<file path="config.mk">
export PLATFORM = sky130hd
export DESIGN_NAME = tlbs_cmp
export DESIGN_NICKNAME = d
export VERILOG_FILES = /design/src/sv/tlbs_pkg.sv /design/src/sv/tlbs_cmp.sv
export SDC_FILE = /design/constraint.sdc
export NUM_CORES = 1
export LEC_CHECK = 0
export BUFFER_PORTS_ARGS = -buffer_cell sky130_fd_sc_hd__buf_2
export CORE_MARGIN = 2
export CORE_UTILIZATION = 46
export DETAILED_ROUTE_END_ITERATION = 8
export PLACE_DENSITY_LB_ADDON = 0.12
export SETUP_SLACK_MARGIN = 0.02
export SYNTH_ARGS = -nofsm -noshare
export SYNTH_HDL_FRONTEND = slang
export SYNTH_SLANG_ARGS = --single-unit
</file>
<file path="constraint.sdc">
create_clock -name vclk -period 3
set_clock_uncertainty 0.15 [all_clocks]
set_input_delay 0.15 -clock vclk [all_inputs]
set_output_delay 0.15 -clock vclk [all_outputs]
set_load 0.005 [all_outputs]
</file>
<file path="src/sv/tlbs_pkg.sv">
package tlbs_pkg;

    localparam int IN_DATA_BITS  = 32;
    localparam int IN_USER_BITS  = 3;
    localparam int FIELD_BITS    = 11;
    localparam int RES_BITS      = 35;
    localparam int OUT_DATA_BITS = 40;

    localparam logic [1:0] MODE_APPEND = 2'd0;
    localparam logic [1:0] MODE_LINEAR = 2'd1;
    localparam logic [1:0] MODE_BINARY = 2'd2;

    localparam logic [FIELD_BITS-1:0] POS_NONE = '1;

    typedef enum logic [1:0] {
        S_IDLE,
        S_PROBE,
        S_DONE
    } state_t;

    typedef struct packed {
        logic eq;
        logic gt;
    } cmp_t;

endpackage

</file>
<file path="src/sv/tlbs_cmp.sv">
module tlbs_cmp #(
    parameter int VALUE_BITS = 32
) (
    input  logic signed [VALUE_BITS-1:0] target,
    input  logic signed [VALUE_BITS-1:0] entry,
    output tlbs_pkg::cmp_t               result
);

    import tlbs_pkg::*;

    // gt means the target lies above the table entry
    always_comb
    begin
        result.eq = (target == entry);
        result.gt = (target > entry);
    end

endmodule

</file>
---- After elaboration in Yosys (flattened, before gate mapping) ----
Cells that the tools add are included.
word-level totals
  bits in registers ....................... 0
  latch bits .............................. 0
  RAM bits ................................ 0
  bits in read-only memories .............. 0
  input bits .............................. 64
  output and inout port bits .............. 2
  logic and storage cells ................. 2
  memories kept ........................... 0
cells by class
  add/sub/neg operators ................... 0
  multipliers ............................. 0
  divide/modulo/power cells ............... 0
  order comparisons ....................... 1
  eq/ne operators ......................... 1
  shift operators ......................... 0
  mux-type cells .......................... 0
  bitwise gates (word level) .............. 0
  reduce and logical (&&, ||, !) cells .... 0
operators with widths
  kind            number
  $eq A32 B32 Y1  1
  $gt A32 B32 Y1  1

---- Longest topological paths before layout ----
Gate-level depths: netlist of the first run.
  depth after elaboration ................. 1
  gate-level depth with buffers ........... 8
  depth with buffers taken out ............ 8

---- Worst setup path before layout of the first run ----
OpenSTA, ideal clock, no wires.
  kind .................................... input to output
  from .................................... input entry[31]
  to ...................................... output result[0] (netlist bit)
  data arrival time ....................... 1.544 ns
  data required time ...................... 2.700 ns
  setup slack ............................. 1.156 ns
  stages on the path ...................... 8
  path through ............................ inv_1 -> ha_1 -> and4_1 -> nand4_1 -> or3_1 -> nand2b_4 -> o221ai_1 -> nand2b_1
RTL lines
  element          line           source
  start, declared  tlbs_cmp.sv:5  input logic signed [VALUE_BITS-1:0] entry,
  end, declared    tlbs_cmp.sv:6  output tlbs_pkg::cmp_t result

==> results of run 1 <==
[stage by stage]
step                      instances   util
final                           205  0.699
after global routing            205  0.699
after CTS                       205  0.699
after detailed placement        205  0.699
after global placement          205  0.699
after floorplan                 114      -
[power breakdown]
part | switching [uW] | internal (uW) | leakage [uW]
combinational | 62.7 | 75.6 | 0.000824
clock | 0 | 0 | 0
sequential | 0 | 0 | 0
total | 62.7 | 75.6 | 0.000824
[path summary, 6_finish.rpt]
kind | start | endpoint | slack (ns) | cells past startpoint
max | entry[31] | result[0] | 0.77 | 10
min | entry[0] | result[1] | 0.71 | 5
[final cells by class]
type                       count  area, um^2  share of cell area
tap                           25        31.3              0.0259
inverter                      33         124               0.103
multi-input combinational     81         721               0.598
timing repair buffer          66         330               0.274
[kinds of logic (layout without fill, tap and decap cells)]
| family | count (synthesis) | count (layout) |
|---|---|---|
| AND/OR/NAND/NOR | 25 | 25 |
| buffers and inverters | 33 | 99 |
| AO/OA/AOI/OAI | 24 | 24 |
| adder cells (fa/ha/maj) | 32 | 32 |
[layout by cell type (no fill, tap or decap)]
cell / instances
ha_1: 32
and4_1: 1
a31oi_1: 1
a221o_1: 1
nand2_1: 6
or3_1: 1
o221ai_1: 1
nand2b_4: 1
nor4_4: 1
nor3_1: 1
nand4_1: 5
a21oi_1: 8
a221oi_1: 3
o21ai_0: 5
and2_0: 1
nand3_1: 2
buf_2: 66
inv_1: 33
nand2b_1: 2
nor2_1: 2
nand4_2: 1
o211a_1: 1
nor2b_1: 1
a21o_1: 4
[routing by layer]
layer | GRT usage | part of all wire | wire length (um)
met5 | 0 | 0 | 0
met4 | 0.0333 | 0.0094 | 17
met3 | 0.0154 | 0.095 | 172
met2 | 0.342 | 0.51 | 930
met1 | 0.191 | 0.38 | 696
[critical path, cell delays in order]
cell and delay, ns:
buf_2 0.08, inv_1 0.03, ha_1 0.32, and4_1 0.22, nand4_1 0.14, or3_1 0.41
a31oi_1 0.21, o221ai_1 0.16, nand2b_1 0.09, buf_2 0.11
==> impl_metrics.json, run 1 <==
{
  "slew_viol_final": 0,
  "grt_pass1_wl_um": 2930,
  "start_util": 0.489,
  "placed_cell_area_um2": 1210,
  "gp_congestion": 0.630,
  "tns_ns": 0,
  "core-area_um2": 1730,
  "drt_iter0_markers": 1,
  "yosys_warnings": 0,
  "p_leak_uw": 0.000824,
  "end_kind": "output pin",
  "tightest_slew_ns": 0.275,
  "yosysMostFrequentCell": "inv_1",
  "hold_viol": 0,
  "wl_um": 1820,
  "seq_cell_count": 0,
  "hp-class": "input pin to output pin",
  "whs_ns": 0.706,
  "layout_min_cycle_time_ns": 2.23,
  "min_period_over_period": 0.744,
  "design_power_total_uw": 138,
  "fin_ws_ns": 0.767,
  "wl_per_cell_um": 8.86,
  "post_cts_resized": 0,
  "regArea_um2": 0,
  "synth_largest_area_cell": "ha_1",
  "nNetsFinal": 278,
  "syn_nets": 210,
  "yosys.area_share.adder": 0.474,
  "post_cts_buffers": 0,
  "irDropWorstVdd_mv": 0.0613,
  "path_max_fanout": 4,
  "yosysSeqAreaShare": 0,
  "dr_total_vias": 987,
  "dp_hpwl_um": 1790,
  "arrival_ns": 1.93,
  "drtAntennaViolNets": 0,
  "drt-pass1-iter-count": 4,
  "synth_compound_area_frac": 0.185,
  "finalInstanceArea_um2": 1210,
  "synth_commonest_cells": "inv_1, ha_1, a21oi_1, nand2_1",
  "setup_viol": 0,
  "place_ws_ns": 0.781,
  "avgSynthCellArea_um2": 7.41,
  "critPathLaunchType": "input pin",
  "synthToLayoutAreaGrowth_pct": 42.8,
  "relSlewSlack": 0.815,
  "synth_top_family_by_area": "adder cells",
  "grt_max_degree": 5,
  "die_area_um2": 2190,
  "yosysTopAreaCellShare": 0.474,
  "maxCapViolations": 0,
  "track_usage": 0.170,
  "muxShareOfSynthArea": 0,
  "die_w_um": 46.9,
  "netlist_top_cells_area": "ha_1, inv_1, a21oi_1",
  "fillers": 176,
  "required_ns": 2.70,
  "power.density_nw_per_um2": 115,
  "netlist_area_um2": 845,
  "drive_gt1_frac": 0.383,
  "fmax_mhz": 448,
  "drc": 0,
  "status": "finished clean",
  "insertedDiodeCount": 0,
  "ys_types": 23,
  "grt_setup_unrepaired": "no",
  "synth-simple-area-share": 0.194,
  "synthCells": 114,
  "grt_pass1_vias": 878,
  "antenna_found_initial": 0,
  "fp-row-count": 15,
  "timing_worst_setup_path_type": "input pin to output pin",
  "postCtsHoldBufs": 0,
  "portBuffers": 66,
  "vias_per_cell": 4.81,
  "synth_xor_area_frac": 0,
  "io_pins": 66,
  "gr-total-overflow": 0,
  "clockBufferCount": 0,
  "dieHeight_um": 46.9
}
No activity file was read; power rests on OpenSTA's default activity.
==> run 2: changes to the inputs <==
--- a/config.mk
+++ b/config.mk
@@ -5,9 +5,10 @@
 export SDC_FILE = /design/constraint.sdc
 export NUM_CORES = 1
 export LEC_CHECK = 0
+export ABC_AREA = 1
 export BUFFER_PORTS_ARGS = -buffer_cell sky130_fd_sc_hd__buf_2
 export CORE_MARGIN = 2
-export CORE_UTILIZATION = 46
+export CORE_UTILIZATION = 39
 export DETAILED_ROUTE_END_ITERATION = 8
 export PLACE_DENSITY_LB_ADDON = 0.12
 export SETUP_SLACK_MARGIN = 0.02
==> constraint.sdc (replaced) <==
create_clock -name vclk -period 1.9
set_clock_uncertainty 0.15 [all_clocks]
set_input_delay 0.095 -clock vclk [all_inputs]
set_output_delay 0.095 -clock vclk [all_outputs]
set_load 0.005 [all_outputs]
==> impl_metrics.json, run 2 <==
{
  "cp_slowest_cell": "ha_1",
  "antenna_found_initial": 0,
  "crit_family": "simple AND/OR/NAND/NOR gates",
  "insertedDiodeCount": 0,
  "die_area_um2": 2680,
  "place_ws_ns": 0.289,
  "irDropWorstVdd_mv": 0.0963,
  "synth_largest_area_cell": "ha_1",
  "yosysMostFrequentCell": "inv_1",
  "endpoint": "result[0]",
  "path_max_fanout": 2,
  "fillers": 227,
  "crit_start": "target[5]",
  "grt_max_degree": 5,
  "vias_per_cell": 4.37,
  "status": "finished clean",
  "gp_congestion": 0.649,
  "arrival_ns": 1.35,
  "final_common_cell": "buf_2",
  "track_usage": 0.154,
  "crit_buf_inv": 2,
  "p_switching_uw": 112,
  "tns_ns": 0,
  "drt_iter0_markers": 6,
  "path_cells": "buf_2 > ha_1 > a21oi_1 > nor2_1 > nor2_1 > nand2_1 > nand2_1 > nand2_1 > nand2_1 > nand3_1 > a21oi_2 > buf_2",
  "maxCapViolations": 0,
  "die_w_um": 51.8,
  "busiest_layer": "met2",
  "p_leak_uw": 0.000876,
  "netlist_top_cells_area": "ha_1, inv_1, nand2_1",
  "min_period_over_period": 0.839,
  "combPwrFrac": 1.000,
  "grt_pass1_wl_um": 3370,
  "drtAntennaViolNets": 0,
  "hp-class": "input pin to output pin",
  "whs_ns": 0.596,
  "placed_cells": 239,
  "synthCells": 145,
  "synth_commonest_cells": "inv_1, nand2_1, ha_1, a21oi_1, nor2_1",
  "dieHeight_um": 51.8,
  "setup_viol": 0,
  "grtUsageMet2": 0.335,
  "portBuffers": 66,
  "critPathLaunchType": "input pin",
  "swShare": 0.479,
  "required_ns": 1.65,
  "grt_pass1_vias": 951,
  "synthToLayoutAreaGrowth_pct": 41.0,
  "regArea_um2": 0,
  "drive_gt1_frac": 0.341,
  "nNetsFinal": 309,
  "internal_power_uw": 122,
  "tightest_slew_ns": 0.194,
  "slew_viol_final": 0,
  "dr_total_vias": 1045,
  "yosys_warnings": 0,
  "use_met1": 0.168,
  "cp.depth": 12,
  "final_cell_mix": "buf_2, inv_1, nand2_1, ha_1, a21oi_1",
  "syn_nets": 241,
  "end_kind": "output pin",
  "yosysSeqAreaShare": 0,
  "fin_ws_ns": 0.306,
  "dp_hpwl_um": 1930,
  "design_power_total_uw": 234,
  "seqPwrFrac": 0,
  "gr-total-overflow": 0,
  "timing_worst_setup_path_type": "input pin to output pin",
  "drc": 0,
  "start_util": 0.407,
  "wl_per_cell_um": 8.15,
  "postCtsHoldBufs": 0,
  "avgSynthCellArea_um2": 6.14,
  "netlist_area_um2": 891,
  "wl_um": 1950,
  "fmax_mhz": 627,
  "layout_min_cycle_time_ns": 1.59,
  "post_cts_resized": 0,
  "ys_types": 16,
  "power.density_nw_per_um2": 186,
  "clockPowerShare": 0,
  "seq_cell_count": 0,
  "relSlewSlack": 0.870,
  "clockBufferCount": 0,
  "drt-pass1-iter-count": 2,
  "core-area_um2": 2190,
  "worst_path_most_repeated_cell": "nand2_1",
  "grt_use_met3": 0.00575,
  "fp-row-count": 17,
  "grt_setup_unrepaired": "no",
  "hold_viol": 0,
  "io_pins": 66,
  "post_cts_buffers": 0,
  "finalNonFillerCells": 239,
  "cp_slowest_stage_delay_ns": 0.30,
  "yosysTopAreaCellShare": 0.449
}
## run 2: changes by cell type in the layout (fill, tap and decap cells not counted), moves of 3 or more
cell,previous run,this run
o21ai_0,5,1
a21oi_1,8,13
nor2_1,2,9
a221oi_1,3,0
nand2_1,6,35
inv_1,33,41
a21o_1,4,1
nand4_1,5,1
## run 2: metrics by stage
step / utilization / cell area [um^2]
after detailed placement: 0.573 / 1260
after global routing: 0.573 / 1260
after floorplan: - / 891
after global placement: 0.573 / 1260
after CTS: 0.573 / 1260
final: 0.573 / 1260
## run 2: layer usage
layer | share of wire | wire length [um] | vias up
met2 | 0.52 | 1010 | 35
met1 | 0.41 | 805 | 421
met4 | 0 | 0 | 0
met3 | 0.067 | 130 | 0
li1 | - | - | 589
met5 | 0 | 0 | -
## run 2: cell families after synthesis
logic type,Yosys count,share of synthesized area
AO/OA/AOI/OAI,20,0.129
adder cells (fa/ha/maj),32,0.449
AND/OR/NAND/NOR,52,0.249
buffers and inverters,41,0.173
## run 2: final cells by class
cell class / instances / area [um^2] / area share
Tap cell: 28 / 35.0 / 0.0279
Multi-Input combinational cell: 104 / 737 / 0.587
Inverter: 41 / 154 / 0.123
Timing Repair Buffer: 66 / 330 / 0.263
## run 2: worst min path at each step
stage,startpoint,end,slack (ns),cells after the start
after floorplan,target[31],result[0],0.38,4
after global placement,target[31],result[0],0.60,5
after detailed placement,target[31],result[0],0.61,5
after CTS,target[31],result[0],0.61,5
final,target[31],result[0],0.60,5
after global routing,target[16],result[1],0.65,5
## run 2: power by group through the flow
stage	clock network, uW	logic (uW)	registers, uW
finish	0	234	0
global route	0	277	0
CTS	0	240	0
detailed placement	0	238	0
global placement	0	227	0
floorplan	0	139	0
## run 2: tightest hold or removal path: cells and delay by family
family | cells | cell delay, ns
compound gates | 1 | 0.10
buf+inv | 2 | 0.20
fa+ha+maj | 1 | 0.18
simple gates | 1 | 0.08
==> run 3: changes to the inputs <==
--- a/config.mk
+++ b/config.mk
@@ -8,7 +8,7 @@
 export ABC_AREA = 1
 export BUFFER_PORTS_ARGS = -buffer_cell sky130_fd_sc_hd__buf_2
 export CORE_MARGIN = 2
-export CORE_UTILIZATION = 39
+export CORE_UTILIZATION = 43
 export DETAILED_ROUTE_END_ITERATION = 8
 export PLACE_DENSITY_LB_ADDON = 0.12
 export SETUP_SLACK_MARGIN = 0.02
==> constraint.sdc (replaced) <==
create_clock -name vclk -period 1.5
set_clock_uncertainty 0.15 [all_clocks]
set_input_delay 0.075 -clock vclk [all_inputs]
set_output_delay 0.075 -clock vclk [all_outputs]
set_load 0.005 [all_outputs]
==> impl_metrics.json, run 3 (synthesis results as in run 2) <==
{
  "start_util": 0.454,
  "irDropWorstVdd_mv": 0.187,
  "drt-pass1-iter-count": 4,
  "layout_min_cycle_time_ns": 1.65,
  "maxCapViolations": 0,
  "worst_path_most_repeated_cell": "nand2_1",
  "final_common_cell": "buf_2",
  "grt_setup_unrepaired": "yes",
  "io_pins": 66,
  "relSlewSlack": 0.861,
  "crit_start": "entry[4]",
  "path_cells": "buf_2 > inv_1 > ha_1 > nand2_2 > nor2_2 > nand2_1 > nand2_1 > nand2_1 > nand2_1 > nand2_2 > nand2_1 > nand2_1 > a21oi_2 > buf_2",
  "critPathLaunchType": "input pin",
  "fmax_mhz": 606,
  "nNetsFinal": 314,
  "final_cell_mix": "buf_2, inv_1, nand2_1, ha_4",
  "grt_pass1_vias": 1175,
  "grt_pass1_wl_um": 4320,
  "drtAntennaViolNets": 0,
  "setup_viol": 2,
  "dp_hpwl_um": 1870,
  "dieHeight_um": 49.5,
  "min_period_over_period": 1.10,
  "drive_gt1_frac": 0.583,
  "portBuffers": 66,
  "seq_cell_count": 0,
  "finalInstanceArea_um2": 1660,
  "wl_per_cell_um": 14.4,
  "hp-class": "input pin to output pin",
  "clockBufferCount": 0,
  "multiInputGateArea_um2": 1030,
  "grt_max_degree": 4,
  "violations": "setup timing",
  "antenna_found_initial": 0,
  "slew_viol_final": 0,
  "dr_total_vias": 1264,
  "die_w_um": 49.5,
  "gr-total-overflow": 0,
  "fin_ws_ns": -0.149,
  "postCtsHoldBufs": 0,
  "fp-row-count": 16,
  "wl_um": 3510,
  "cp_slowest_stage_delay_ns": 0.29,
  "status": "finished with violations",
  "p_leak_uw": 0.000915,
  "design_power_total_uw": 476,
  "core-area_um2": 1960,
  "place_ws_ns": -0.0641,
  "fillers": 116,
  "required_ns": 1.27,
  "power.density_nw_per_um2": 287,
  "drt_iter0_markers": 9,
  "regArea_um2": 0,
  "path_max_fanout": 2,
  "synthToLayoutAreaGrowth_pct": 86.0,
  "insertedDiodeCount": 0,
  "placed_cell_area_um2": 1280,
  "min_from": "target[31]",
  "hold_viol": 0,
  "drc": 0,
  "arrival_ns": 1.42,
  "cp_slowest_cell": "ha_1",
  "track_usage": 0.216,
  "timing_worst_setup_path_type": "input pin to output pin",
  "vias_per_cell": 5.20,
  "postLayoutCoreUtil": 0.844,
  "end_kind": "output pin",
  "gp_congestion": 0.697,
  "tightest_slew_ns": 0.208,
  "die_area_um2": 2450
}
[run 3: cell count changes in the layout (fill, tap and decap cells not counted), sizes merged]
cell | before | now
buf | 66 | 71
[run 3: repair_timing]
action                                  4_1_cts  5_1_grt
setup buffers                                 1        0
cloned                                        0        0
endpoints found under the setup margin        1        2
gates resized for setup                      42       23
hold endpoints to repair                      0        0
pin swaps                                    26       12
[run 3: final timing paths]
kind	end	slack (ns)	depth (start not counted)
worst min-delay path	result[0]	0.65	7
worst max-delay path	result[0]	-0.15	14
[run 3: worst max-delay path, delay by kind of cell]
kind | cells | cell delay, ns
simple gates | 9 | 0.71
fa+ha+maj | 1 | 0.29
buf+inv | 3 | 0.25
compound gates | 1 | 0.10
[run 3: metal layers]
layer,global-route usage,routed length [um],up-vias
li1,-,-,597
met1,0.187,1060,549
met2,0.484,1930,82
met3,0.0212,206,36
met4,0.0787,307,0
met5,0,0,-
[run 3: layout make-up]
| class | count | share of cell area |
|---|---|---|
| Inverter | 41 | 0.0959 |
| Tap cell | 27 | 0.0204 |
| Timing Repair Buffer | 71 | 0.262 |
| Multi-Input combinational cell | 104 | 0.622 |
[run 3: per-stage QoR]
stage,std cells,hold slack (ns),TNS [ns]
2_1_floorplan,145,0.336,0
3_3_place_gp,242,0.586,-0.0507
3_5_place_dp,242,0.579,-0.0641
4_1_cts,243,0.595,-0.00920
5_1_grt,243,0.674,-0.316
6_report,243,0.649,-0.161
[run 3: report_power, final]
group / internal [uW] / switching (uW)
logic: 248 / 228
clock network: 0 / 0
registers: 0 / 0
